$ cat src/hdl/pcfd_pkg.sv
// shared types, register codes and saturation helper for the filtered-derivative pid block
package pcfd_pkg;

   // datapath widths
   localparam int MUL_W   = 33;
   localparam int PROD_W  = 2 * MUL_W;
   localparam int SHIFT_W = PROD_W - 16;
   localparam int SUM_W   = 52;

   // unity in q1.16
   localparam logic [16:0] Q_ONE = 17'd65536;

   // register indexes
   localparam logic [2:0] REG_KP        = 3'd0;
   localparam logic [2:0] REG_KI        = 3'd1;
   localparam logic [2:0] REG_KD        = 3'd2;
   localparam logic [2:0] REG_LIMIT     = 3'd3;
   localparam logic [2:0] REG_INV_PER   = 3'd4;
   localparam logic [2:0] REG_ALPHA     = 3'd5;
   localparam logic [2:0] REG_THRESHOLD = 3'd6;
   localparam logic [2:0] REG_MODE      = 3'd7;

   // operating modes
   localparam logic [1:0] MODE_CLASSIC    = 2'd0;
   localparam logic [1:0] MODE_SEPARATION = 2'd1;
   localparam logic [1:0] MODE_TILT       = 2'd2;

   // multiplier operand selection
   typedef enum logic [2:0] {
      MUL_ATT = 3'd0,
      MUL_DER = 3'd1,
      MUL_KI  = 3'd2,
      MUL_FLT = 3'd3,
      MUL_KP  = 3'd4,
      MUL_KD  = 3'd5
   } mul_sel_type;

   // configuration as seen by the datapath
   typedef struct packed {
      logic signed [31:0] kp;
      logic signed [31:0] ki;
      logic signed [31:0] kd;
      logic [30:0]        limit;
      logic [30:0]        inv_period;
      logic [16:0]        alpha;
      logic signed [31:0] threshold;
      logic [1:0]         mode;
   } cfg_type;

   // commands from controller to datapath
   typedef struct packed {
      logic        load;
      logic        mul_en;
      mul_sel_type mul_sel;
      logic        store_e;
      logic        store_d;
      logic        store_i;
      logic        store_f;
      logic        store_acc;
      logic        store_out;
   } cmd_type;

   // saturate a wide sum to the signed 32-bit range
   function automatic logic signed [31:0] sat32(input logic signed [SUM_W-1:0] x);
      logic signed [SUM_W-1:0] hi;
      logic signed [SUM_W-1:0] lo;
      hi = SUM_W'(64'sd2147483647);
      lo = SUM_W'(-64'sd2147483648);
      if (x > hi) begin
         return 32'sh7fffffff;
      end else if (x < lo) begin
         return 32'sh80000000;
      end
      return x[31:0];
   endfunction

endpackage

$ cat src/hdl/pcfd_dpath.sv
// datapath: shared multiplier, loop state and result register
module pcfd_dpath (
   input  logic               clock,
   input  logic               reset,
   input  pcfd_pkg::cfg_type  cfg,
   input  pcfd_pkg::cmd_type  cmd,
   input  logic signed [31:0] req_setpoint,
   input  logic signed [31:0] req_measurement,
   input  logic signed [31:0] req_separation_condition,
   input  logic [16:0]        req_attenuation,
   output logic signed [31:0] rsp_drive_value
);

   localparam int MulW   = pcfd_pkg::MUL_W;
   localparam int ProdW  = pcfd_pkg::PROD_W;
   localparam int ShiftW = pcfd_pkg::SHIFT_W;
   localparam int SumW   = pcfd_pkg::SUM_W;

   // latched beat
   logic signed [31:0] sp_ff;
   logic signed [31:0] ms_ff;
   logic signed [31:0] cond_ff;
   logic [16:0]        att_ff;

   // per-item intermediates
   logic signed [31:0]     e_ff;
   logic signed [31:0]     d_ff;
   logic signed [SumW-1:0] acc_ff;
   logic signed [ProdW-1:0] prod_ff;
   logic signed [31:0]     out_ff;

   // loop state
   logic signed [31:0] prev_ff;
   logic signed [31:0] filt_ff;
   logic signed [31:0] integ_ff;

   logic signed [MulW-1:0]  diff;
   logic [16:0]             att_cap;
   logic [16:0]             alpha_cap;
   logic signed [MulW-1:0]  mul_a;
   logic signed [MulW-1:0]  mul_b;
   logic signed [ProdW-1:0] prod;
   logic signed [ShiftW-1:0] prod_sh;
   logic signed [SumW-1:0]  lim;
   logic signed [SumW-1:0]  integ_raw;
   logic signed [31:0]      integ_in;
   logic                    sep_block;

   assign diff      = MulW'(sp_ff) - MulW'(ms_ff);
   assign att_cap   = (att_ff > pcfd_pkg::Q_ONE) ? pcfd_pkg::Q_ONE : att_ff;
   assign alpha_cap = (cfg.alpha > pcfd_pkg::Q_ONE) ? pcfd_pkg::Q_ONE : cfg.alpha;
   // arithmetic shift of the product gives rounding toward minus infinity
   assign prod_sh   = prod_ff[ProdW-1:16];

   // operand selection for the shared multiplier
   always_comb begin
      case (cmd.mul_sel)
         pcfd_pkg::MUL_ATT: begin
            mul_a = diff;
            mul_b = {16'd0, att_cap};
         end
         pcfd_pkg::MUL_DER: begin
            mul_a = MulW'(e_ff) - MulW'(prev_ff);
            mul_b = {2'b00, cfg.inv_period};
         end
         pcfd_pkg::MUL_KI: begin
            mul_a = MulW'(e_ff);
            mul_b = MulW'(cfg.ki);
         end
         pcfd_pkg::MUL_FLT: begin
            mul_a = MulW'(d_ff) - MulW'(filt_ff);
            mul_b = {16'd0, alpha_cap};
         end
         pcfd_pkg::MUL_KP: begin
            mul_a = MulW'(e_ff);
            mul_b = MulW'(cfg.kp);
         end
         pcfd_pkg::MUL_KD: begin
            mul_a = MulW'(filt_ff);
            mul_b = MulW'(cfg.kd);
         end
         default: begin
            mul_a = '0;
            mul_b = '0;
         end
      endcase
   end

   assign prod = mul_a * mul_b;

   // integral update with separation and symmetric clamp
   assign sep_block = (cfg.mode == pcfd_pkg::MODE_SEPARATION) && (cond_ff >= cfg.threshold);
   assign lim       = SumW'({1'b0, cfg.limit});
   always_comb begin
      integ_raw = sep_block ? '0 : (SumW'(integ_ff) + SumW'(prod_sh));
      if (integ_raw > lim) begin
         integ_in = lim[31:0];
      end else if (integ_raw < -lim) begin
         integ_in = 32'(-lim);
      end else begin
         integ_in = integ_raw[31:0];
      end
   end

   // loop state, cleared by reset
   always_ff @(posedge clock) begin
      if (reset) begin
         prev_ff  <= '0;
         filt_ff  <= '0;
         integ_ff <= '0;
      end else begin
         if (cmd.store_d) begin
            prev_ff <= e_ff;
         end
         if (cmd.store_f) begin
            filt_ff <= pcfd_pkg::sat32(SumW'(filt_ff) + SumW'(prod_sh));
         end
         if (cmd.store_i) begin
            integ_ff <= integ_in;
         end
      end
   end

   // payload registers
   always_ff @(posedge clock) begin
      if (cmd.load) begin
         sp_ff   <= req_setpoint;
         ms_ff   <= req_measurement;
         cond_ff <= req_separation_condition;
         att_ff  <= req_attenuation;
      end
      if (cmd.mul_en) begin
         prod_ff <= prod;
      end
      if (cmd.store_e) begin
         if (cfg.mode == pcfd_pkg::MODE_TILT) begin
            e_ff <= pcfd_pkg::sat32(SumW'(prod_sh));
         end else begin
            e_ff <= pcfd_pkg::sat32(SumW'(diff));
         end
      end
      if (cmd.store_d) begin
         d_ff <= pcfd_pkg::sat32(SumW'(prod_sh));
      end
      if (cmd.store_acc) begin
         acc_ff <= SumW'(prod_sh) + SumW'(integ_ff);
      end
      if (cmd.store_out) begin
         out_ff <= pcfd_pkg::sat32(acc_ff + SumW'(prod_sh));
      end
   end

   assign rsp_drive_value = out_ff;

endmodule

$ cat config.mk
export PLATFORM = sky130hd
export DESIGN_NAME = pcfd_dpath
export DESIGN_NICKNAME = d
export VERILOG_FILES = /design/src/hdl/pcfd_pkg.sv /design/src/hdl/pcfd_dpath.sv
export SDC_FILE = /design/constraint.sdc
export NUM_CORES = 2
export LEC_CHECK = 0
export BUFFER_PORTS_ARGS = -buffer_cell sky130_fd_sc_hd__buf_2
export CORE_ASPECT_RATIO = 0.5
export CORE_MARGIN = 10
export CORE_UTILIZATION = 45
export DETAILED_ROUTE_END_ITERATION = 6
export PLACE_DENSITY = 0.74
export SLEW_MARGIN = 20
export SYNTH_ARGS = -nofsm -noshare
export SYNTH_HDL_FRONTEND = slang
export SYNTH_SLANG_ARGS = --single-unit
$ cat constraint.sdc
create_clock -name clock -period 13.3 [get_ports clock]
set_input_delay 1.33 -clock clock [delete_from_list [all_inputs] [get_ports clock]]
set_output_delay 1.33 -clock clock [all_outputs]
set_load 0.05 [all_outputs]
==> flow_metrics.env <==
export IMPL_run_status="finished with violations"
export IMPL_violations="DRC"
export IMPL_ioPinCount=367
export IMPL_clk_path_buf_depth=3
export IMPL_vias=63062
export IMPL_start_util=0.4519
export IMPL_r2r_start="filt_ff[1]"
export IMPL_synth_compound_area_frac=0.1478
export IMPL_cts_clk_slew_worst_paths_ns=0.06
export IMPL_yosys_most_used_dff="edfxtp_1"
export IMPL_cts_buffers=45
export IMPL_path_buf_inv=5
export IMPL_fin_crit_ns=12.57
export IMPL_cp_startpoint="filt_ff[1]"
export IMPL_nets=10490
export IMPL_critPathKind="flop to flop"
export IMPL_cp_slowest_cell="or3_1"
export IMPL_grt_first_pass_wirelength_um=394600
export IMPL_max_cap_violations=0
export IMPL_muxShareOfSynthArea=0.008760
export IMPL_finalSetupViolCount=0
export IMPL_synthTopCellsByCount="inv_1, fa_1, nand2_1"
export IMPL_dieArea_um2=178700
export IMPL_worstRegToRegCells=38
export IMPL_grt_overflow=0
export IMPL_synth_area_top_cells="fa_1, edfxtp_1, ha_1, inv_1, nand2_1"
export IMPL_max_slew_margin=0.1475
export IMPL_antenna_found_initial=11
export IMPL_cts_post_setup_buffers_inserted=0
export IMPL_die_y_um=303.9
export IMPL_critPathTopFamily="adder cells"
export IMPL_via_per_inst=5.922
export IMPL_htree_levels=2
export IMPL_ctsHoldBuffers=0
export IMPL_detail_route_iter0_violations=7227
export IMPL_yosysMostFrequentCell="inv_1"
export IMPL_clk_latency_ns=0.64
export IMPL_cpMostUsedCell="fa_1"
export IMPL_skew_ns=0.06052
export IMPL_cp_depth=38
export IMPL_synthSimpleGateAreaFrac=0.1399
export IMPL_synth_distinct_cells=100
export IMPL_tightest_slew_ns=1.263
export IMPL_cpPeakStageDelay_ns=0.76
export IMPL_seq_area_frac_synth=0.1548
export IMPL_syn_area_um2=72560
export IMPL_end_kind="flop"
export IMPL_first_pass_iters=7
export IMPL_crit_path_end="prod_ff[45]"
export IMPL_required_ns=13.67
export IMPL_place_gp_congestion=1.043
export IMPL_fin_crit_sh=0.9455
export IMPL_cts_resized_gates=0
export IMPL_die_w_um=587.9
export IMPL_grt_pass1_vias=64660
export IMPL_drc=1
export IMPL_postSynthCellCount=8233
export IMPL_syn2layout_area_growth_pct=8.492
export IMPL_fp_coreArea_um2=160600
export IMPL_synthAdderAreaFrac=0.4165
export IMPL_rsz0062_at_grt="no"
export IMPL_drt_antenna_violating_nets=0
export IMPL_grt_max_degree=73
export IMPL_async_flop_share=0
export IMPL_hold_viol_final=0
export IMPL_synth_seq_cells=406
export IMPL_row_count=104
export IMPL_root_buffer="clkbuf_16"
export IMPL_wl_per_cell_um=24.52
export IMPL_reg2reg_to="prod_ff[45]"
export IMPL_drive_gt1_frac=0.08315
export IMPL_fin_tns_setup_ns=0
export IMPL_synth_xor_area_frac=0.03392
export IMPL_fmax_mhz=79.52
export IMPL_yosysWarningCount=0
export IMPL_final_cell_area_um2=78720
export IMPL_syn_num_nets=10292
export IMPL_rrSetupSlack_ns=0.73
export IMPL_avgSynthCellArea_um2=8.814
export IMPL_grt_usage=0.2840
export IMPL_portBuffers=366
export IMPL_cts_sinks=406
export IMPL_synth_top_cell_by_area="fa_1"
export IMPL_synth_top_family_by_area="adder cells"
export IMPL_maxSlewViolCount=0
export IMPL_cp_start_kind="flop"
export IMPL_critPathArrivalTime_ns=12.94
export IMPL_path_max_fanout=9
export IMPL_synth_top_cell_area_share=0.3176
export IMPL_holdCritPathClass="flop to flop"
export IMPL_routed_wl_um=261100
export IMPL_tritoncts="yes"
export IMPL_synth_edf_count=310
export IMPL_placed_area_um2=77250
export IMPL_dpl_hpwl_um=213900
-- cell type report --
| cell class | count | area, um^2 |
|---|---|---|
| well taps | 2173 | 2719 |
| multi-input cells | 5940 | 54580 |
| repair buffers | 532 | 3095 |
| flip-flops and latches | 406 | 11230 |
| inverters | 1506 | 5653 |
| clock buffers | 60 | 1255 |
| fillers | 15214 | 81850 |
| clock inverters | 23 | 170.2 |
| diodes | 9 | 22.52 |
-- how the worst min path moves through the flow --
stage	start	to	slack (ns)	cells after the start
3_3_place_gp	integ_ff[4]	integ_ff[4]	0.45	2
5_1_grt	integ_ff[3]	integ_ff[3]	0.51	2
6_report	integ_ff[4]	integ_ff[4]	0.47	2
4_1_cts	integ_ff[4]	integ_ff[4]	0.48	2
3_5_place_dp	integ_ff[4]	integ_ff[4]	0.46	2
2_1_floorplan	integ_ff[12]	integ_ff[12]	0.43	2
-- worst reg2reg max path: cells and delay by family (launching register included) --
kind            cells  cell delay [ns]
fa+ha+maj          10             4.57
buf+inv             5             0.65
flops               1             0.50
xor+xnor            1             0.47
simple gates        6             1.74
compound gates     16             4.37
-- per-stage QoR --
step	setup slack (ns)	utilization	instances	hold slack, ns
global route	0.2277	0.4902	10644	0.5131
CTS	0.9874	0.4900	10639	0.4771
global placement	0.9490	0.4811	10556	0.4521
floorplan	2.117	-	8233	0.4291
detailed placement	0.8540	0.4811	10556	0.4642
finish	0.7252	0.4903	10649	0.4749
-- cells in the final DEF, fill, tap and decap left out, types with 104 or more instances in the layout --
cell,n
edfxtp_1,310
nor2_1,672
buf_4,167
fa_1,1151
a21o_1,210
buf_2,364
nand2_1,922
xnor2_1,175
ha_1,573
xor2_1,104
inv_1,1502
o21ai_0,284
a21oi_1,398
-- flip-flops by register name, summed over array words and instances, names as in the netlist --
register         count
acc_ff              51
att_ff              17
cond_ff             32
d_ff                32
e_ff                32
filt_ff             32
integ_ff            32
ms_ff               32
prev_ff             32
prod_ff             50
rsp_drive_value     32
sp_ff               32
-- cells by family (layout without fill, tap and decap cells) --
kind of cell | Yosys count | count (layout)
multiplexers | 63 | 63
adder cells (fa/ha/maj) | 1725 | 1725
other | 0 | 9
flip-flops | 406 | 406
AO/OA/AOI/OAI | 1596 | 1596
XOR/XNOR | 281 | 281
AND/OR/NAND/NOR | 2275 | 2275
buffers and inverters | 1887 | 2121
-- layer usage --
| layer | up-vias | global-route usage | share of wire | wire length, um |
|---|---|---|---|---|
| li1 | 27422 | - | - | - |
| met1 | 31112 | 0.3631 | 0.38 | 99460 |
| met2 | 3758 | 0.4446 | 0.44 | 114400 |
| met3 | 768 | 0.08102 | 0.12 | 32310 |
| met4 | 2 | 0.1333 | 0.057 | 14990 |
| met5 | - | 0 | 0.000042 | 11 |
Power is not shown: default switching activity piles up to over one toggle a cycle in this logic, so the estimate is an artifact.
