File: config.mk
export PLATFORM = sky130hd
export DESIGN_NAME = pcfd_ctrl
export DESIGN_NICKNAME = d
export VERILOG_FILES = /design/src/hdl/pcfd_pkg.sv /design/src/hdl/pcfd_ctrl.sv
export SDC_FILE = /design/constraint.sdc
export NUM_CORES = 1
export LEC_CHECK = 0
export BUFFER_PORTS_ARGS = -buffer_cell sky130_fd_sc_hd__buf_4
export CAP_MARGIN = 5
export CELL_PAD_IN_SITES_DETAIL_PLACEMENT = 0
export CELL_PAD_IN_SITES_GLOBAL_PLACEMENT = 1
export CORE_AREA = 2 2 44 46
export DETAILED_ROUTE_END_ITERATION = 7
export DIE_AREA = 0 0 46 48
export PLACE_DENSITY = 0.77
export SLEW_MARGIN = 20
export SYNTH_ARGS = -nofsm -noshare
export SYNTH_HDL_FRONTEND = slang
export SYNTH_SLANG_ARGS = --single-unit
File: constraint.sdc
create_clock -name clock -period 1.59 [get_ports clock]
set_input_delay 0.0795 -clock clock [delete_from_list [all_inputs] [get_ports clock]]
set_output_delay 0.0795 -clock clock [all_outputs]
set_load 0.02 [all_outputs]
File: src/hdl/pcfd_pkg.sv
// shared types, register codes and saturation helper for the filtered-derivative pid block
package pcfd_pkg;

   // datapath widths
   localparam int MUL_W   = 33;
   localparam int PROD_W  = 2 * MUL_W;
   localparam int SHIFT_W = PROD_W - 16;
   localparam int SUM_W   = 52;

   // unity in q1.16
   localparam logic [16:0] Q_ONE = 17'd65536;

   // register indexes
   localparam logic [2:0] REG_KP        = 3'd0;
   localparam logic [2:0] REG_KI        = 3'd1;
   localparam logic [2:0] REG_KD        = 3'd2;
   localparam logic [2:0] REG_LIMIT     = 3'd3;
   localparam logic [2:0] REG_INV_PER   = 3'd4;
   localparam logic [2:0] REG_ALPHA     = 3'd5;
   localparam logic [2:0] REG_THRESHOLD = 3'd6;
   localparam logic [2:0] REG_MODE      = 3'd7;

   // operating modes
   localparam logic [1:0] MODE_CLASSIC    = 2'd0;
   localparam logic [1:0] MODE_SEPARATION = 2'd1;
   localparam logic [1:0] MODE_TILT       = 2'd2;

   // multiplier operand selection
   typedef enum logic [2:0] {
      MUL_ATT = 3'd0,
      MUL_DER = 3'd1,
      MUL_KI  = 3'd2,
      MUL_FLT = 3'd3,
      MUL_KP  = 3'd4,
      MUL_KD  = 3'd5
   } mul_sel_type;

   // configuration as seen by the datapath
   typedef struct packed {
      logic signed [31:0] kp;
      logic signed [31:0] ki;
      logic signed [31:0] kd;
      logic [30:0]        limit;
      logic [30:0]        inv_period;
      logic [16:0]        alpha;
      logic signed [31:0] threshold;
      logic [1:0]         mode;
   } cfg_type;

   // commands from controller to datapath
   typedef struct packed {
      logic        load;
      logic        mul_en;
      mul_sel_type mul_sel;
      logic        store_e;
      logic        store_d;
      logic        store_i;
      logic        store_f;
      logic        store_acc;
      logic        store_out;
   } cmd_type;

   // saturate a wide sum to the signed 32-bit range
   function automatic logic signed [31:0] sat32(input logic signed [SUM_W-1:0] x);
      logic signed [SUM_W-1:0] hi;
      logic signed [SUM_W-1:0] lo;
      hi = SUM_W'(64'sd2147483647);
      lo = SUM_W'(-64'sd2147483648);
      if (x > hi) begin
         return 32'sh7fffffff;
      end else if (x < lo) begin
         return 32'sh80000000;
      end
      return x[31:0];
   endfunction

endpackage

File: src/hdl/pcfd_ctrl.sv
// step sequencer and handshake control
module pcfd_ctrl (
   input  logic              clock,
   input  logic              reset,
   input  logic              req_valid,
   output logic              req_ready,
   output logic              rsp_valid,
   input  logic              rsp_ready,
   output pcfd_pkg::cmd_type cmd
);

   typedef enum logic [8:0] {
      ST_IDLE    = 9'b000000001,
      ST_ERR_MUL = 9'b000000010,
      ST_ERR_SAT = 9'b000000100,
      ST_DER_MUL = 9'b000001000,
      ST_DER_SAT = 9'b000010000,
      ST_INT_ADD = 9'b000100000,
      ST_FLT_ADD = 9'b001000000,
      ST_ACC     = 9'b010000000,
      ST_DONE    = 9'b100000000
   } state_type;

   state_type state_ff;
   state_type state_in;
   logic      rsp_valid_ff;
   logic      rsp_valid_in;

   assign req_ready = (state_ff == ST_IDLE);
   assign rsp_valid = rsp_valid_ff;

   // next state and commands
   always_comb begin
      state_in     = state_ff;
      cmd          = '0;
      cmd.mul_sel  = pcfd_pkg::MUL_ATT;
      rsp_valid_in = rsp_valid_ff && !rsp_ready;
      unique case (state_ff)
         ST_IDLE: begin
            if (req_valid) begin
               cmd.load = 1'b1;
               state_in = ST_ERR_MUL;
            end
         end
         ST_ERR_MUL: begin
            cmd.mul_en  = 1'b1;
            cmd.mul_sel = pcfd_pkg::MUL_ATT;
            state_in    = ST_ERR_SAT;
         end
         ST_ERR_SAT: begin
            cmd.store_e = 1'b1;
            state_in    = ST_DER_MUL;
         end
         ST_DER_MUL: begin
            cmd.mul_en  = 1'b1;
            cmd.mul_sel = pcfd_pkg::MUL_DER;
            state_in    = ST_DER_SAT;
         end
         ST_DER_SAT: begin
            cmd.store_d = 1'b1;
            cmd.mul_en  = 1'b1;
            cmd.mul_sel = pcfd_pkg::MUL_KI;
            state_in    = ST_INT_ADD;
         end
         ST_INT_ADD: begin
            cmd.store_i = 1'b1;
            cmd.mul_en  = 1'b1;
            cmd.mul_sel = pcfd_pkg::MUL_FLT;
            state_in    = ST_FLT_ADD;
         end
         ST_FLT_ADD: begin
            cmd.store_f = 1'b1;
            cmd.mul_en  = 1'b1;
            cmd.mul_sel = pcfd_pkg::MUL_KP;
            state_in    = ST_ACC;
         end
         ST_ACC: begin
            cmd.store_acc = 1'b1;
            cmd.mul_en    = 1'b1;
            cmd.mul_sel   = pcfd_pkg::MUL_KD;
            state_in      = ST_DONE;
         end
         ST_DONE: begin
            // hold until the output register is free
            if (!rsp_valid_ff || rsp_ready) begin
               cmd.store_out = 1'b1;
               rsp_valid_in  = 1'b1;
               state_in      = ST_IDLE;
            end
         end
         default: begin
            state_in = ST_IDLE;
         end
      endcase
   end

   // control registers
   always_ff @(posedge clock) begin
      if (reset) begin
         state_ff     <= ST_IDLE;
         rsp_valid_ff <= 1'b0;
      end else begin
         state_ff     <= state_in;
         rsp_valid_ff <= rsp_valid_in;
      end
   end

endmodule

==> results of run 1 <==
-- state kept, by name, indices dropped and copies added, names as in the netlist --
name / cells
state_ff: 9
rsp_valid: 1
-- layer usage --
metal / vias up / global-route usage, % / wire [um]
met3: 2 / 7.170 / 100
met4: 0 / 5.714 / 21
li1: 297 / - / -
met5: - / 0 / 0
met1: 264 / 15.73 / 604
met2: 22 / 22.78 / 686
-- cells in the final DEF (no fill, tap or decap), types with 2 or more instances in the layout --
| master | Yosys | final |
|---|---|---|
| buf_4 | 2 | 23 |
| nor2_1 | 13 | 12 |
| inv_1 | 6 | 6 |
| nand4b_1 | 4 | 4 |
| buf_6 | 0 | 4 |
| dfxtp_1 | 10 | 4 |
| dfxtp_2 | 0 | 4 |
| nand2_1 | 3 | 3 |
| nand2b_1 | 3 | 3 |
| clkbuf_4 | 0 | 3 |
| and2_4 | 0 | 2 |
| nor3_1 | 3 | 2 |
| nor2b_1 | 2 | 2 |
| dfxtp_4 | 0 | 2 |
-- critical path: stages (launching register included) --
cell	delay [ns]
dfxtp_2	0.33
nor4_4	0.33
buf_4	0.17
and4b_2	0.25
and2_4	0.15
buf_6	0.11
-- per-stage QoR --
stage / power, W / utilization [%] / TNS (ns)
floorplan: 0.0003257 / - / 0
global placement: 0.0003577 / 42.96 / 0
detailed placement: 0.0003577 / 42.96 / 0
CTS: 0.0005374 / 47.26 / -0.2769
global route: 0.0005754 / 52.81 / -0.4371
finish: 0.0005469 / 52.81 / -0.1701
-- logic make-up (layout without fill, tap and decap cells) --
kind of cell | count (synthesis) | in the layout
buf+inv | 8 | 37
mux | 1 | 1
flops | 10 | 10
compound gates | 9 | 9
simple gates | 38 | 38
xor+xnor | 2 | 2
-- path summary, 6_finish.rpt --
check	from	to	slack [ns]
hold reg to reg	state_ff[3]$_SDFFE_PP0P_	state_ff[4]$_SDFFE_PP0P_	0.51
setup / recovery	state_ff[4]$_SDFFE_PP0P_	cmd[10]	-0.09
setup reg to reg	state_ff[4]$_SDFFE_PP0P_	state_ff[0]$_SDFFE_PP1P_	0.09
hold / removal	rsp_ready	rsp_valid$_SDFF_PP0_	0.16
-- final cells by class --
type / instances / area [um2]
Clock buffer: 3 / 22.52
Fill cell: 166 / 797.0
Inverter: 6 / 22.52
Multi-Input combinational cell: 50 / 385.4
Sequential cell: 10 / 212.7
Tap cell: 17 / 21.27
Timing Repair Buffer: 28 / 227.7
-- what timing repair did --
item                                    4_1_cts  5_1_grt
hold endpoints to repair                      1        0
setup buffers                                 4        4
pin swaps                                     4        3
hold buffers                                  1        0
endpoints found under the setup margin        9       10
resized for setup                             5       16
-- where the power goes --
part           switching, W  internal, W
Combinational     0.0000496    0.0000562
Clock             0.0000843    0.0000874
Sequential        0.0000160     0.000253
==> key figures, run 1 <==
Placed design
  • Placed cells: slightly above 100
  • Placed cell area: slightly above 700 um2
  • Pre-CTS setup slack: about 0.068 ns
  • Placer Congestion: around 0.72
  • Post-DP HPWL: 977.6 um
  • Port bufs: 16

Route
  • Pre-antenna DRT Iters: 4
  • Vias: roughly 590
  • ANT nets after route: 0
  • Final WL: 1413 um
  • # DRC: 0
  • Drt wl/cell: 12.39 um
  • Iter 0 DRT Violations: 9
  • Vias per cell: ~5.1

Power and ir drop
  • VDD IR max: between 0.3 and 0.4 mV
  • PD cells: roughly 610 mW/mm2
  • LEAKAGE: around 0.43 nW

Floorplanning
  • Die Y: 48 um
  • Die area: about 0.0022 mm2
  • Top Ports: 17
  • Starting density of the core: around a third
  • Cell row count: 15
  • Core area: roughly 0.0017 mm2
  • Die W: about 46 um

Timing
  • Achievable Freq: just under 600 MHz
  • Final WS setup: -0.09475 ns
  • Final Cycle Share: 106.0%
  • Slew headroom: roughly three quarters
  • Final Hold Fails: 0
  • RSZ-0062 raised after global routing: yes
  • Max-slew violation count: 0
  • Final setup vio count: 2
  • Max Clock Skew: between 0.003 and 0.004 ns
  • Final min period: about 1.7 ns
  • Worst Max-Slew Pin Slew: 0.3606 ns
  • Hold Worst Slack: between 0.15 and 0.2 ns

Worst setup path
  • Worst Reg-to-Reg Cells: 5
  • Critical path class: reg -> out
  • Crit path capture type: output pin
  • Data arrival, critical path: between 1.5 and 2 ns
  • Type of origin of the critical path: flop
  • Worst EP required: between 1.5 and 2 ns
  • Worst-path maximum fanout: 3

GRT
  • First-pass GRT wire length: ~2100 um
  • Vias in the first global route: 534
  • Pin count of the biggest net entering global routing: 9
  • Initial antenna violation count: 0
  • GRT overflow: 0
  • GRT Overall Usage: approximately 14%

Run status
  • Violated checks: negative setup slack
  • Status: finished with violations

Synthesis
  • Multiplexer share of the synthesized area: under 10%
  • Synth top cells by count: nor2_1 (13), dfxtp_1 (10), inv_1 (6), nand4b_1 (4)
  • Post-synth top flop: dfxtp_1
  • Post-Synth XOR/XNOR Area: 3.043%
  • Main combinational cell family by area after synthesis: simple AND/OR/NAND/NOR gates
  • Post-Synth Adder-Cell Area: 0%
  • Mapped Cells: ~70
  • EDFF count, synth: 0
  • Synth top area share: a little over a third
  • Mapped Area: 575.6 um2
  • Yosys cell types: 29
  • Synth area leaders: dfxtp_1 (35%), nor2_1 (8.5%), nand4b_1 (6.1%)
  • Most frequent cell after synthesis: nor2_1
  • Cell taking the most area after synthesis: dfxtp_1
  • Count of state elements after synthesis: 10
  • Synth Area in Compound Gates: 13.70%
  • Synth Area per Inst: 8.464 um2
  • Post-synthesis simple-gate area fraction: about two fifths
  • Synth warnings: 0
  • Syn nets: between 70 and 80
  • Sequential cell area fraction in the yosys report: between 30% and 40%
  • Synth async-reset ratio: 0%

Clock network
  • Clock Pin Slew Worst Setup and Hold Paths: approximately 0.06 ns
  • Clock latency on the worst-skew pair: approximately 0.26 ns
  • Root Driver: clkbuf_4
  • TritonCTS Buffers: 3
  • CTS max path bufs: 2
  • Sink Count: 10
  • CTS tree: done
  • H-tree Lvls: 1

Layout
  • Nets@finish: 103
  • Fin area: just under 900 um2
  • Area Growth Syn to Fin: 55.00%
  • N_diodes: 0
  • Fin cells: 114
  • Layout cells sized above 1: between 50% and 60%

Worst hold path
  • Hold depth: 3
  • Hold WC Path Type: in -> reg

Flow run
  • Number of max-cap violations: 0
(Power assumes the default switching activity.)
==> inputs of run 2 (changes only) <==
--- a/config.mk
+++ b/config.mk
@@ -9,10 +9,10 @@
 export CAP_MARGIN = 5
 export CELL_PAD_IN_SITES_DETAIL_PLACEMENT = 0
 export CELL_PAD_IN_SITES_GLOBAL_PLACEMENT = 1
-export CORE_AREA = 2 2 44 46
+export CORE_AREA = 2 2 47 49
 export DETAILED_ROUTE_END_ITERATION = 7
-export DIE_AREA = 0 0 46 48
-export PLACE_DENSITY = 0.77
+export DIE_AREA = 0 0 49 51
+export PLACE_DENSITY = 0.72
 export SLEW_MARGIN = 20
 export SYNTH_ARGS = -nofsm -noshare
 export SYNTH_HDL_FRONTEND = slang
==> constraint.sdc (replaced) <==
create_clock -name clock -period 1.4 [get_ports clock]
set_input_delay 0.07 -clock clock [delete_from_list [all_inputs] [get_ports clock]]
set_output_delay 0.07 -clock clock [all_outputs]
set_load 0.02 [all_outputs]
==> run 2 against run 1 <==
Against the previous run: the run still ends with negative setup slack left; largest cell class unchanged; die area is 13% higher; critical path type unchanged; first-iteration DRC count is 33% lower; hold slack got worse by 0.013 ns.
==> key figures, run 2 (synthesis gave the netlist of run 1 again) <==
Layout
  • Most flops, register: state_ff
  • Area Growth Syn to Fin: 85.22%
  • Register area: 207.7 um2 (-2.4%)
  • Commonest non-fill, non-tap cell in the layout: buf_4
  • Most frequent cells in the layout: buf_4 (25), buf_6 (13), nor2_1 (10)
  • Max reg flops: 9 (unchanged)
  • Multi-input logic area: 420.4 um2 (+9.1%)
  • N_diodes: 0 (unchanged)
  • Nets@finish: 114 (+11%)
  • Layout cells sized above 1: 62.39% (+11 points)
  • FILL cells: 196 (+18%)
  • Fin cells: 137 (+20%)

Route
  • Iter 0 DRT Violations: 6 (-3)
  • Final WL: 1685 um (+19%)
  • # DRC: 0 (unchanged)
  • Drt wl/cell: 12.30 um (-0.77%)
  • Met3 WL post-DR: 92 um (-8.0%)
  • Vias per cell: 4.766 (-7.1%)
  • Met1 WL: 652 um (+7.9%)
  • Vias: 653 (+12%)
  • Uppermost layer routed: met3
  • ANT nets after route: 0 (unchanged)
  • Met2 WL post-DR: 940 um (+37%)
  • Pre-antenna DRT Iters: 4 (unchanged)

Placed design
  • Port bufs: 16 (unchanged)
  • Post-DP HPWL: 1054 um (+7.8%)
  • Placer Congestion: 0.7194 (-0.40%)
  • Placed cells: 118 (+16%)

Worst setup path
  • Worst EP required: 1.33 ns (-0.18 ns)
  • Worst-path maximum fanout: 4 (+1)
  • Critical path class: reg -> out
  • Crit path capture type: output pin
  • Data arrival, critical path: 1.60 ns (about the same)
  • Flop-to-flop setup slack: -0.17 ns (-0.26 ns)
  • Type of origin of the critical path: flop

Timing
  • Slew headroom: 76.22% (+0.29 points)
  • Achievable Freq: between 600 and 700 MHz
  • Worst Max-Slew Pin Slew: 0.3541 ns (-0.006509 ns)
  • Max-slew violation count: 0 (unchanged)
  • Final WS setup: -0.2652 ns (-0.1705 ns)
  • Max Clock Skew: 0.0003612 ns (-0.003436 ns)
  • Final min period: 1.665 ns
  • Final setup vio count: 19 (+17)
  • Hold Worst Slack: 0.1477 ns (-0.01294 ns)
  • Final Hold Fails: 0 (unchanged)
  • RSZ-0062 raised after global routing: yes
  • Final Cycle Share: 118.9%

Clock network
  • Root Driver: clkbuf_4
  • Clock Pin Slew Worst Setup and Hold Paths: 0.07 ns (about the same)
  • CTS tree: done
  • CTS max path bufs: 2 (unchanged)
  • Sink Count: 10 (unchanged)
  • TritonCTS Buffers: 3 (unchanged)
  • Clock latency on the worst-skew pair: 0.27 ns (about the same)
  • H-tree Lvls: 1 (unchanged)

Flow run
  • Number of max-cap violations: 0 (unchanged)

Floorplanning
  • Starting density of the core: 27.90% (-6.2 points)
  • Cell row count: 17 (+2)
  • Core area: 0.002063 mm2 (+22%)
  • Die area: 0.002499 mm2 (+13%)
  • Top Ports: 17 (unchanged)
  • Die Y: 51 um (+6.3%)
  • Die W: 49 um (+6.5%)

Run status
  • Status: finished with violations
  • Violated checks: negative setup slack

GRT
  • Pin count of the biggest net entering global routing: 8 (-1)
  • Vias in the first global route: 646 (+21%)
  • GRT Overall Usage: 14.21% (+0.13 points)
  • GRT overflow: 0 (unchanged)
  • First-pass GRT wire length: 2753 um (+28%)
  • Initial antenna violation count: 0 (unchanged)

Power and ir drop
  • LEAKAGE: 0.5021 nW (+18%)
  • PD cells: 693.0 mW/mm2 (+13%)
  • VDD IR max: 0.4815 mV (+29%)

Worst hold path
  • Hold WC Path Type: in -> reg
run 2: cell types whose count changed in the layout (fill, tap and decap cells not counted), sizes merged:
cell / delta
buf: +11
clkbuf: +1
run 2: worst paths after layout:
kind | start | to | cells after the start
hold reg to reg | rsp_valid$_SDFF_PP0_ | rsp_valid$_SDFF_PP0_ | 2
setup reg to reg | state_ff[7]$_SDFFE_PP0P_ | state_ff[8]$_SDFFE_PP0P_ | 5
setup / recovery | state_ff[7]$_SDFFE_PP0P_ | cmd[0] | 5
hold / removal | rsp_ready | rsp_valid$_SDFF_PP0_ | 3
run 2: repair_timing:
action                     CTS  global route
pin swaps                   14             5
hold endpoints to repair     2             0
hold buffers                 1             0
resized for setup           26             6
setup endpoints to repair   13            20
buffers inserted            13             1
run 2: layout make-up:
class / count / area share [%]
repair buffers: 39 / 32.28
well taps: 28 / 3.286
multi-input cells: 50 / 39.44
flip-flops and latches: 10 / 19.48
inverters: 6 / 2.113
clock buffers: 4 / 3.404
run 2: where the power goes:
group | switching (W) | internal, W
registers | 0.00000517 | 0.000291
clock network | 0.000110 | 0.000158
logic | 0.0000800 | 0.0000941
total | 0.000195 | 0.000543
run 2: per-layer routing:
metal  vias up  global-route usage [%]
li1        320                       -
met1       319                   14.52
met2        14                   26.26
met3         0                   7.018
met4         0                   2.857
met5         -                       0
run 2: metrics by stage:
stage | setup TNS [ns] | utilization [%] | area (um2) | power [W] | setup WS [ns]
after floorplan | -0.08199 | - | 605.6 | 0.0003784 | -0.08199
after global routing | -4.464 | 51.67 | 1066 | 0.0007692 | -0.3420
after global placement | 0 | 39.05 | 805.8 | 0.0004255 | 0.0007763
after CTS | -2.729 | 50.45 | 1041 | 0.0007422 | -0.2736
after detailed placement | -0.05445 | 39.05 | 805.8 | 0.0004250 | -0.03271
final | -2.945 | 51.67 | 1066 | 0.0007388 | -0.2652
run 2: worst max-delay path, cell delays in order, from the launching register on:
cell	delay, ns
dfxtp_2	0.34
nor4_4	0.39
nand3b_4	0.11
or2_4	0.24
nor2b_2	0.12
buf_6	0.12
