<file path="src/hdl/pcfd_pkg.sv">
// shared types, register codes and saturation helper for the filtered-derivative pid block
package pcfd_pkg;

   // datapath widths
   localparam int MUL_W   = 33;
   localparam int PROD_W  = 2 * MUL_W;
   localparam int SHIFT_W = PROD_W - 16;
   localparam int SUM_W   = 52;

   // unity in q1.16
   localparam logic [16:0] Q_ONE = 17'd65536;

   // register indexes
   localparam logic [2:0] REG_KP        = 3'd0;
   localparam logic [2:0] REG_KI        = 3'd1;
   localparam logic [2:0] REG_KD        = 3'd2;
   localparam logic [2:0] REG_LIMIT     = 3'd3;
   localparam logic [2:0] REG_INV_PER   = 3'd4;
   localparam logic [2:0] REG_ALPHA     = 3'd5;
   localparam logic [2:0] REG_THRESHOLD = 3'd6;
   localparam logic [2:0] REG_MODE      = 3'd7;

   // operating modes
   localparam logic [1:0] MODE_CLASSIC    = 2'd0;
   localparam logic [1:0] MODE_SEPARATION = 2'd1;
   localparam logic [1:0] MODE_TILT       = 2'd2;

   // multiplier operand selection
   typedef enum logic [2:0] {
      MUL_ATT = 3'd0,
      MUL_DER = 3'd1,
      MUL_KI  = 3'd2,
      MUL_FLT = 3'd3,
      MUL_KP  = 3'd4,
      MUL_KD  = 3'd5
   } mul_sel_type;

   // configuration as seen by the datapath
   typedef struct packed {
      logic signed [31:0] kp;
      logic signed [31:0] ki;
      logic signed [31:0] kd;
      logic [30:0]        limit;
      logic [30:0]        inv_period;
      logic [16:0]        alpha;
      logic signed [31:0] threshold;
      logic [1:0]         mode;
   } cfg_type;

   // commands from controller to datapath
   typedef struct packed {
      logic        load;
      logic        mul_en;
      mul_sel_type mul_sel;
      logic        store_e;
      logic        store_d;
      logic        store_i;
      logic        store_f;
      logic        store_acc;
      logic        store_out;
   } cmd_type;

   // saturate a wide sum to the signed 32-bit range
   function automatic logic signed [31:0] sat32(input logic signed [SUM_W-1:0] x);
      logic signed [SUM_W-1:0] hi;
      logic signed [SUM_W-1:0] lo;
      hi = SUM_W'(64'sd2147483647);
      lo = SUM_W'(-64'sd2147483648);
      if (x > hi) begin
         return 32'sh7fffffff;
      end else if (x < lo) begin
         return 32'sh80000000;
      end
      return x[31:0];
   endfunction

endpackage

</file>
<file path="src/hdl/pcfd_csr.sv">
// apb-style configuration register file
module pcfd_csr (
   input  logic              clock,
   input  logic              reset,
   input  logic              csr_psel,
   input  logic              csr_penable,
   input  logic              csr_pwrite,
   input  logic [4:0]        csr_paddr,
   input  logic [31:0]       csr_pwdata,
   output logic [31:0]       csr_prdata,
   output logic              csr_pready,
   output pcfd_pkg::cfg_type cfg
);

   pcfd_pkg::cfg_type cfg_ff;
   pcfd_pkg::cfg_type cfg_in;
   logic [2:0]        index;
   logic              wr_en;

   assign index      = csr_paddr[4:2];
   assign wr_en      = csr_psel && csr_penable && csr_pwrite;
   assign csr_pready = 1'b1;
   assign cfg        = cfg_ff;

   // write decode
   always_comb begin
      cfg_in = cfg_ff;
      if (wr_en) begin
         unique case (index)
            pcfd_pkg::REG_KP:        cfg_in.kp         = csr_pwdata;
            pcfd_pkg::REG_KI:        cfg_in.ki         = csr_pwdata;
            pcfd_pkg::REG_KD:        cfg_in.kd         = csr_pwdata;
            pcfd_pkg::REG_LIMIT:     cfg_in.limit      = csr_pwdata[30:0];
            pcfd_pkg::REG_INV_PER:   cfg_in.inv_period = csr_pwdata[30:0];
            pcfd_pkg::REG_ALPHA:     cfg_in.alpha      = csr_pwdata[16:0];
            pcfd_pkg::REG_THRESHOLD: cfg_in.threshold  = csr_pwdata;
            pcfd_pkg::REG_MODE:      cfg_in.mode       = csr_pwdata[1:0];
         endcase
      end
   end

   // register storage
   always_ff @(posedge clock) begin
      if (reset) begin
         cfg_ff.kp         <= '0;
         cfg_ff.ki         <= '0;
         cfg_ff.kd         <= '0;
         cfg_ff.limit      <= 31'h7fffffff;
         cfg_ff.inv_period <= 31'd65536;
         cfg_ff.alpha      <= pcfd_pkg::Q_ONE;
         cfg_ff.threshold  <= 32'sh7fffffff;
         cfg_ff.mode       <= pcfd_pkg::MODE_CLASSIC;
      end else begin
         cfg_ff <= cfg_in;
      end
   end

   // read mux
   always_comb begin
      unique case (index)
         pcfd_pkg::REG_KP:        csr_prdata = cfg_ff.kp;
         pcfd_pkg::REG_KI:        csr_prdata = cfg_ff.ki;
         pcfd_pkg::REG_KD:        csr_prdata = cfg_ff.kd;
         pcfd_pkg::REG_LIMIT:     csr_prdata = {1'b0, cfg_ff.limit};
         pcfd_pkg::REG_INV_PER:   csr_prdata = {1'b0, cfg_ff.inv_period};
         pcfd_pkg::REG_ALPHA:     csr_prdata = {15'd0, cfg_ff.alpha};
         pcfd_pkg::REG_THRESHOLD: csr_prdata = cfg_ff.threshold;
         pcfd_pkg::REG_MODE:      csr_prdata = {30'd0, cfg_ff.mode};
      endcase
   end

endmodule

</file>
<file path="config.mk">
export PLATFORM = sky130hd
export DESIGN_NAME = pcfd_csr
export DESIGN_NICKNAME = d
export VERILOG_FILES = /design/src/hdl/pcfd_pkg.sv /design/src/hdl/pcfd_csr.sv
export SDC_FILE = /design/constraint.sdc
export NUM_CORES = 1
export LEC_CHECK = 0
export ABC_AREA = 0
export BUFFER_PORTS_ARGS = -buffer_cell sky130_fd_sc_hd__buf_4
export CORE_MARGIN = 3
export CORE_UTILIZATION = 50
export CTS_CLUSTER_SIZE = 28
export DETAILED_ROUTE_END_ITERATION = 12
export PLACE_DENSITY_LB_ADDON = 0.05
export SYNTH_ARGS = -nofsm -noshare
export SYNTH_HDL_FRONTEND = slang
export SYNTH_SLANG_ARGS = --single-unit
</file>
<file path="constraint.sdc">
create_clock -name clock -period 4 [get_ports clock]
set_input_delay 0.2 -clock clock [delete_from_list [all_inputs] [get_ports clock]]
set_output_delay 0.2 -clock clock [all_outputs]
set_load 0.01 [all_outputs]
</file>
==> impl_results.md, run 1 <==
- Synth top area cells: dfxtp_1 (47%), a21oi_1 (13%), nand2_1 (12%)
- PD cells: 378 nW/um^2
- Average vias per placed instance: 5.68
- Met1 track utilization from global routing: 0.405
- Cell count after synthesis: 1164
- Detailed-route wire length per cell: 19.3 um
- Total GRT Usage: 0.307
- Cell-internal power: 3.46 mW
- Yosys warning total: 0
- Detailed-router iteration count before antenna repair: 7
- Largest net degree at the start of global routing: 111
- Achievable Freq: 0.380 GHz
- Drt initial violations: 698
- Stage delay of the slowest cell on the critical path: 0.57 ns
- Residual antenna-violating net count after detailed routing: 0
- Net Count, Synth: 1206
- Fin crit period: 2.63 ns
- Worst setup path endpoint: csr_prdata[4]
- Standard-cell rows: 48
- Peak-usage layer in the global routing report: met2
- Post-route core utilization: 0.693
- Met2 routing resource usage after global routing: 0.503
- Routability congestion estimate from global placement: 0.816
- Setup tns final: 0 ns
- Maximum buffer depth of the clock tree: 3
- Number of cells traversed by the worst register-to-register path: 2
- Hold-fix buffer count after cts: 32
- Register-to-Register Setup Slack: 3.22 ns
- Number of synthesized flops with an enable pin: 0
- IR drop worst, VDD: 0.319 mV
- Floorplan die area: 19600 sq um
- Unrepaired setup endpoints after global routing: no
- Wirelength, routed: 31.7 mm
- Via count of the first global-routing pass: 8733
- Crit path cell chain: buf_4, buf_4, nand2b_1, nor2_1, a211oi_1, o22a_1, buf_4
- Count of H-tree levels built during CTS: 1
- Arrival time at the worst endpoint: 2.43 ns
- Detailed-placement wirelength estimate: 19.7 mm
- Area growth syn-to-layout: 34.5%
- Max FFs per register: 209
- Period Utilization, post-route: 0.659
- Leading cell type by number of instances after synthesis: nand2_1
- Clock transition time at the flip-flop clock pins of the worst setup and hold paths: 0.07 ns
- Cell family contributing the most delay on the critical path: buffers and inverters
- Initial standard-cell utilization of the core: 0.515
- Static leakage power: 4.85 nW
- Required @ worst endpoint: 3.80 ns
- MaxCap Viol Count: 0
- TritonCTS clock tree: yes
- Avg Synthesized Cell Area: 7.71 sq um
- Number of antenna violations at the first check in global routing: 0
- Die width: 140 um
- I/O Buffers: 280
- Dominant register cell in the synthesized netlist: dfxtp_1
- Sw frac: 0.239
- Max FO, Critical Path: 49
- Top cell type by total area after synthesis: dfxtp_1
- Startpoint of the most critical setup path: csr_paddr[2]
- Setup Buffers After CTS: 0
- Final-report setup violation count: 0
- Normalized max-slew margin: 0.238
- Global routing met3 resource utilization: 0.0707
- DRC violation count after routing: 0
- Area of the mapped netlist: 8970 sq um
- Fin nets: 1450
- Part of the total power dissipated in sequential elements: 0.463
- Critical path depth: 7
- End of the worst register-to-register path: cfg[102]
- Clk sinks: 209
- Critical path startpoint category: input port
- # IOs: 284
- Sum of buffers and inverters on the critical path: 3
- Max Clock Skew: 0 ns
- Yosys top cell area share: 0.466
- Share of cells above drive strength 1: 0.238
- Worst-margin pin slew: 1.14 ns
- Antenna Diode Count: 0
- Type of the most critical hold path: in2reg
- Area of the core region: 17400 sq um
- Startpoint of the worst register-to-register path: cfg[102]
- Worst-skew pair later-pin latency: 0.49 ns
- Post-CTS Resized: 0
- Switching power: 1.09 mW
- Share of flip-flops with an asynchronous set or reset: 0
- Clock buffer count from CTS: 21
- Most Frequent Cell on Critical Path: buf_4
- Final standard cell area without fillers: 12100 sq um
- Sum of overflow across all layers after global routing: 0
- Area post-placement: 11000 sq um
- Category of the critical setup timing path: in2out
- Part of the power in combinational logic: 0.095
- Register area share after synthesis: 0.466
- Cell with the largest stage delay on the worst path: buf_4
- Part of the power in the clock network: 0.442
- Run status: completed
- Category of the worst setup path capture point: output pin
- Number of flip-flops and latches in the synthesized netlist: 209
- Synth unique cells: 34
- Hold Violations, Final: 0
- Detailed-route via count: 9355
- Number of max-slew violations in the final report: 0
- Top cell types by occurrence after synthesis: nand2_1 (292), a21oi_1 (240), dfxtp_1 (209), nor2_1 (83), nor3_1 (64)
- Wire length of the first global-routing pass: 48.9 mm
- CTS root buf: clkbuf_16
- Die H: 140 um
[per-layer routing]
layer  vias to the layer above  share of wire
met5                         -              0
met4                         0          0.031
met3                        71          0.090
met2                       426           0.47
met1                      4412           0.41
li1                       4446              -
[cell type report]
type	instances	area, sq um
Tap cell	225	282
Inverter	5	18.8
Sequential cell	209	4180
Timing Repair Buffer	324	2540
Clock inverter	6	87.6
Fill cell	1505	5350
Clock buffer	31	613
Multi-Input combinational cell	847	4340
[worst reg2reg max path: cells and delay by family (launching register included)]
| family | cells | cell delay, ns |
|---|---|---|
| AO/OA/AOI/OAI | 1 | 0.06 |
| flip-flops | 1 | 0.35 |
| AND/OR/NAND/NOR | 1 | 0.21 |
[placed cells by master, fill, tap and decap left out, drive strengths merged, types with 4 or more instances in the layout]
cell type    synthesis  routed
a211oi              25      25
a21oi              240     240
a31oi                4       4
buf                 56     292
clkbuf              47      31
dfxtp              209     209
dlygate4sd3          0      32
inv                  5       6
mux2i               57      57
nand2              292     292
nand2b               6       6
nand3               11      11
nor2                86      86
nor2b                6       6
nor3                66      66
o21ai               10      10
o22a                15      15
o22ai                5       5
[power by group through the flow]
| stage | Combinational (mW) | Sequential, mW | Clock, mW |
|---|---|---|---|
| 2_1_floorplan | 0.218 | 2.16 | 0 |
| 3_3_place_gp | 0.398 | 2.16 | 0 |
| 3_5_place_dp | 0.401 | 2.16 | 0 |
| 4_1_cts | 0.428 | 2.11 | 2.03 |
| 5_1_grt | 0.461 | 2.11 | 2.11 |
| 6_report | 0.432 | 2.11 | 2.01 |
[cells by family after synthesis]
group / share of synthesized area
multiplexers: 0.0636
AND/OR/NAND/NOR: 0.221
other: 0.000418
buffers and inverters: 0.0550
flip-flops: 0.466
AO/OA/AOI/OAI: 0.193
[worst min path at each step]
| stage | slack (ns) | to | start | cells past startpoint |
|---|---|---|---|---|
| 6_report | 0.25 | cfg[75] | reset | 2 |
| 5_1_grt | 0.27 | cfg[75] | reset | 2 |
| 4_1_cts | 0.25 | cfg[172] | reset | 2 |
| 3_5_place_dp | 0.46 | cfg[125] | cfg[125] | 2 |
| 3_3_place_gp | 0.45 | cfg[113] | cfg[113] | 2 |
| 2_1_floorplan | 0.34 | cfg[113] | csr_pwdata[0] | 2 |
[stage by stage]
| stage | instances | hold WS [ns] | worst slack, ns | total power [mW] |
|---|---|---|---|---|
| finish | 1647 | 0.247 | 1.37 | 4.55 |
| global route | 1647 | 0.274 | 1.27 | 4.68 |
| CTS | 1647 | 0.248 | 1.40 | 4.56 |
| detailed placement | 1578 | 0.463 | 1.27 | 2.56 |
| global placement | 1578 | 0.454 | 1.32 | 2.55 |
| floorplan | 1164 | 0.336 | 2.47 | 2.38 |
No activity file was read; power rests on OpenSTA's default activity.
==> inputs of run 2 (changes only) <==
Settings changed: ABC_AREA 0 to 1.
Clock period 4 ns to 2.5 ns, I/O delays scaled along.
==> impl_results.md, run 2 <==
- Type of the most critical hold path: in2reg (unchanged)
- TritonCTS clock tree: yes (unchanged)
- CTS root buf: clkbuf_16 (unchanged)
- Largest net degree at the start of global routing: 76 (was 111)
- Post-CTS Resized: 0 (unchanged)
- Top cell type by total area after synthesis: dfxtp_1 (unchanged)
- Sum of overflow across all layers after global routing: 0 (unchanged)
- Sw frac: 0.251 (was 0.239)
- Drt initial violations: 963 (was 698)
- Category of the worst setup path capture point: output pin (unchanged)
- Top cell types by occurrence after synthesis: nor2_1 (290), dfxtp_1 (209), nand2_1 (184), nand3_1 (127), o21ai_0 (115) (was nand2_1 (292), a21oi_1 (240), dfxtp_1 (209), nor2_1 (83), nor3_1 (64))
- Die H: 143 um (was 140 um)
- Max FFs per register: 209 (unchanged)
- Max Clock Skew: 0 ns (unchanged)
- Overall power consumption: 7.42 mW (was 4.55 mW)
- Routed wire length on met3: 4.00 mm (was 2.86 mm)
- IR drop worst, VDD: 0.449 mV (was 0.319 mV)
- Total GRT Usage: 0.328 (was 0.307)
- Length of routed wiring on met1: 14.7 mm (was 13.1 mm)
- Static leakage power: 6.01 nW (was 4.85 nW)
- Number of flip-flops and latches in the synthesized netlist: 209 (unchanged)
- Wire length of the first global-routing pass: 54.0 mm (was 48.9 mm)
- Number of antenna violations at the first check in global routing: 0 (unchanged)
- Hold Path Stages: 3 (was 2)
- Final-report setup violation count: 0 (unchanged)
- WL met2: 15.6 mm (was 14.8 mm)
- Via count of the first global-routing pass: 9665 (was 8733)
- Yosys warning total: 0 (unchanged)
- Part of the total power dissipated in sequential elements: 0.460 (was 0.463)
- Detailed-placement wirelength estimate: 22.8 mm (was 19.7 mm)
- Area of the core region: 18200 sq um (was 17400 sq um)
- PD cells: 587 nW/um^2 (was 378 nW/um^2)
- Leading cell type in the layout, fill and taps excluded: buf_4 (was nand2_1)
- Area of the mapped netlist: 9420 sq um (was 8970 sq um)
- Detailed-route via count: 10.6k (was 9355)
- Net Count, Synth: 1406 (was 1206)
- Required @ worst endpoint: 2.38 ns (was 3.80 ns)
- Startpoint of the most critical setup path: csr_paddr[3] (was csr_paddr[2])
- Commonest cells after routing, fill and taps aside: buf_4 (310), nor2_1 (288), dfxtp_1 (209), nand2_1 (183), nand3_1 (127) (was nand2_1 (292), buf_4 (289), a21oi_1 (240), dfxtp_1 (209), nor2_1 (81))
- Category of the critical setup timing path: in2out (unchanged)
- Worst-skew pair later-pin latency: 0.50 ns (was 0.49 ns)
- Switching power: 1.86 mW (was 1.09 mW)
- Area growth syn-to-layout: 34.1% (was 34.5%)
- # IOs: 284 (unchanged)
- Hold-fix buffer count after cts: 32 (unchanged)
- Detailed-router iteration count before antenna repair: 6 (was 7)
- Fin nets: 1661 (was 1450)
- DRC violation count after routing: 0 (unchanged)
- Average vias per placed instance: 5.68 (about the same)
- Yosys top cell area share: 0.444 (was 0.466)
- Die width: 143 um (was 140 um)
- Worst-margin pin slew: 0.992 ns (was 1.14 ns)
- Residual antenna-violating net count after detailed routing: 0 (unchanged)
- Clk sinks: 209 (unchanged)
- Part of the power in combinational logic: 0.102 (was 0.095)
- Share of cells above drive strength 1: 0.224 (was 0.238)
- Share of flip-flops with an asynchronous set or reset: 0 (unchanged)
- Number of synthesized flops with an enable pin: 0 (unchanged)
- Clock transition time at the flip-flop clock pins of the worst setup and hold paths: 0.06 ns (was 0.07 ns)
- I/O Buffers: 280 (unchanged)
- Arrival time at the worst endpoint: 1.99 ns (was 2.43 ns)
- Achievable Freq: 0.473 GHz
- Cell-internal power: 5.55 mW (was 3.46 mW)
- Number of max-slew violations in the final report: 0 (unchanged)
- MaxCap Viol Count: 0 (unchanged)
- Synth unique cells: 23 (was 34)
- Setup Buffers After CTS: 0 (unchanged)
- Wirelength, routed: 35.3 mm (was 31.7 mm)
- Synth top area cells: dfxtp_1 (44%), nor2_1 (12%), nand2_1 (7.3%) (was dfxtp_1 (47%), a21oi_1 (13%), nand2_1 (12%))
- Run status: completed (unchanged)
- Detailed-route wire length per cell: 19.0 um (was 19.3 um)
- Clock buffer count from CTS: 23 (was 21)
- Worst Min Path Start: reset (unchanged)
- Initial standard-cell utilization of the core: 0.517 (was 0.515)
- Period Utilization, post-route: 0.846
- Dominant register cell in the synthesized netlist: dfxtp_1 (unchanged)
- Register area share after synthesis: 0.444 (was 0.466)
- Standard-cell rows: 49 (was 48)
- Normalized max-slew margin: 0.337 (was 0.238)
- Cell count after synthesis: 1364 (was 1164)
- Critical path startpoint category: input port (unchanged)
- Routability congestion estimate from global placement: 0.938 (was 0.816)
- Topmost layer with routed signal wires: met4 (unchanged)
- Part of the power in the clock network: 0.439 (was 0.442)
- Number of cells traversed by the worst register-to-register path: 2 (unchanged)
- Fin crit period: 2.11 ns
- Leading cell type by number of instances after synthesis: nor2_1 (was nand2_1)
- Setup tns final: 0 ns (unchanged)
- Startpoint of the worst register-to-register path: cfg[73] (was cfg[102])
- Unrepaired setup endpoints after global routing: no (unchanged)
- Maximum buffer depth of the clock tree: 3 (unchanged)
- Max FO, Critical Path: 34 (was 49)
- Count of H-tree levels built during CTS: 1 (unchanged)
- Hold Violations, Final: 0 (unchanged)
- Antenna Diode Count: 0 (unchanged)
- Floorplan die area: 20500 sq um (was 19600 sq um)
- Avg Synthesized Cell Area: 6.90 sq um (was 7.71 sq um)
## run 2: changes by cell type after synthesis, moves of 44 or more
cell and change:
nor2_1 +207, mux2i_1 -57, o21ai_0 +105, a21oi_1 -240, o21ai_1 +44, nand4_1 +56
nand3_1 +116, nand2_1 -108, inv_1 +74
## run 2: worst max-delay path, stage by stage
cell and delay, ns:
buf_4 0.16, nand2_2 0.10, nor2_4 0.67, buf_4 0.45, nand2_1 0.08, nand2_1 0.08
nor2_1 0.04, nand3_1 0.10, buf_4 0.14
## run 2: metrics by stage
stage               cells  hold WS, ns   util  instance area, sq um  setup slack, ns
floorplan            1364        0.251      -                  9420             1.33
global placement     1791        0.398  0.637                 11600            0.456
detailed placement   1791        0.405  0.637                 11600            0.436
CTS                  1862        0.104  0.694                 12600            0.448
global route         1862        0.144  0.694                 12600            0.278
finish               1862        0.109  0.694                 12600            0.386
## run 2: per-layer routing
layer,track usage,vias to the layer above
met5,0,-
met4,0.109,0
met3,0.0760,63
met2,0.497,596
met1,0.464,4898
li1,-,5019
## run 2: final timing paths
kind	slack, ns	to
worst max-delay path	0.39	csr_prdata[4]
worst max register to register	1.79	cfg[73]
worst min register to register	0.49	cfg[67]
worst min-delay path	0.11	cfg[87]
## run 2: area by class of cell
type                       instances  area (sq um)
clock buffer                      34           657
inverter                          83           314
timing repair buffer             345          2710
multi-input combinational        957          4430
tap                              229           287
fill                            1584          5580
sequential                       209          4180
clock inverter                     5          50.0
## run 2: kinds of logic (layout without fill, tap and decap cells)
logic type / Yosys count / in the layout / share of synthesized area
DFF: 209 / 209 / 0.444
AOI/OAI and AO/OA: 190 / 190 / 0.109
other: 1 / 1 / 0.000398
and+or+nand+nor: 766 / 766 / 0.357
buffers and inverters: 198 / 467 / 0.0890
## run 2: power groups by stage
| stage | clock network, mW | logic [mW] | registers, mW |
|---|---|---|---|
| final | 3.25 | 0.753 | 3.41 |
| after global routing | 3.42 | 0.802 | 3.41 |
| after CTS | 3.28 | 0.740 | 3.41 |
| after detailed placement | 0 | 0.698 | 3.48 |
| after global placement | 0 | 0.691 | 3.48 |
| after floorplan | 0 | 0.327 | 3.49 |
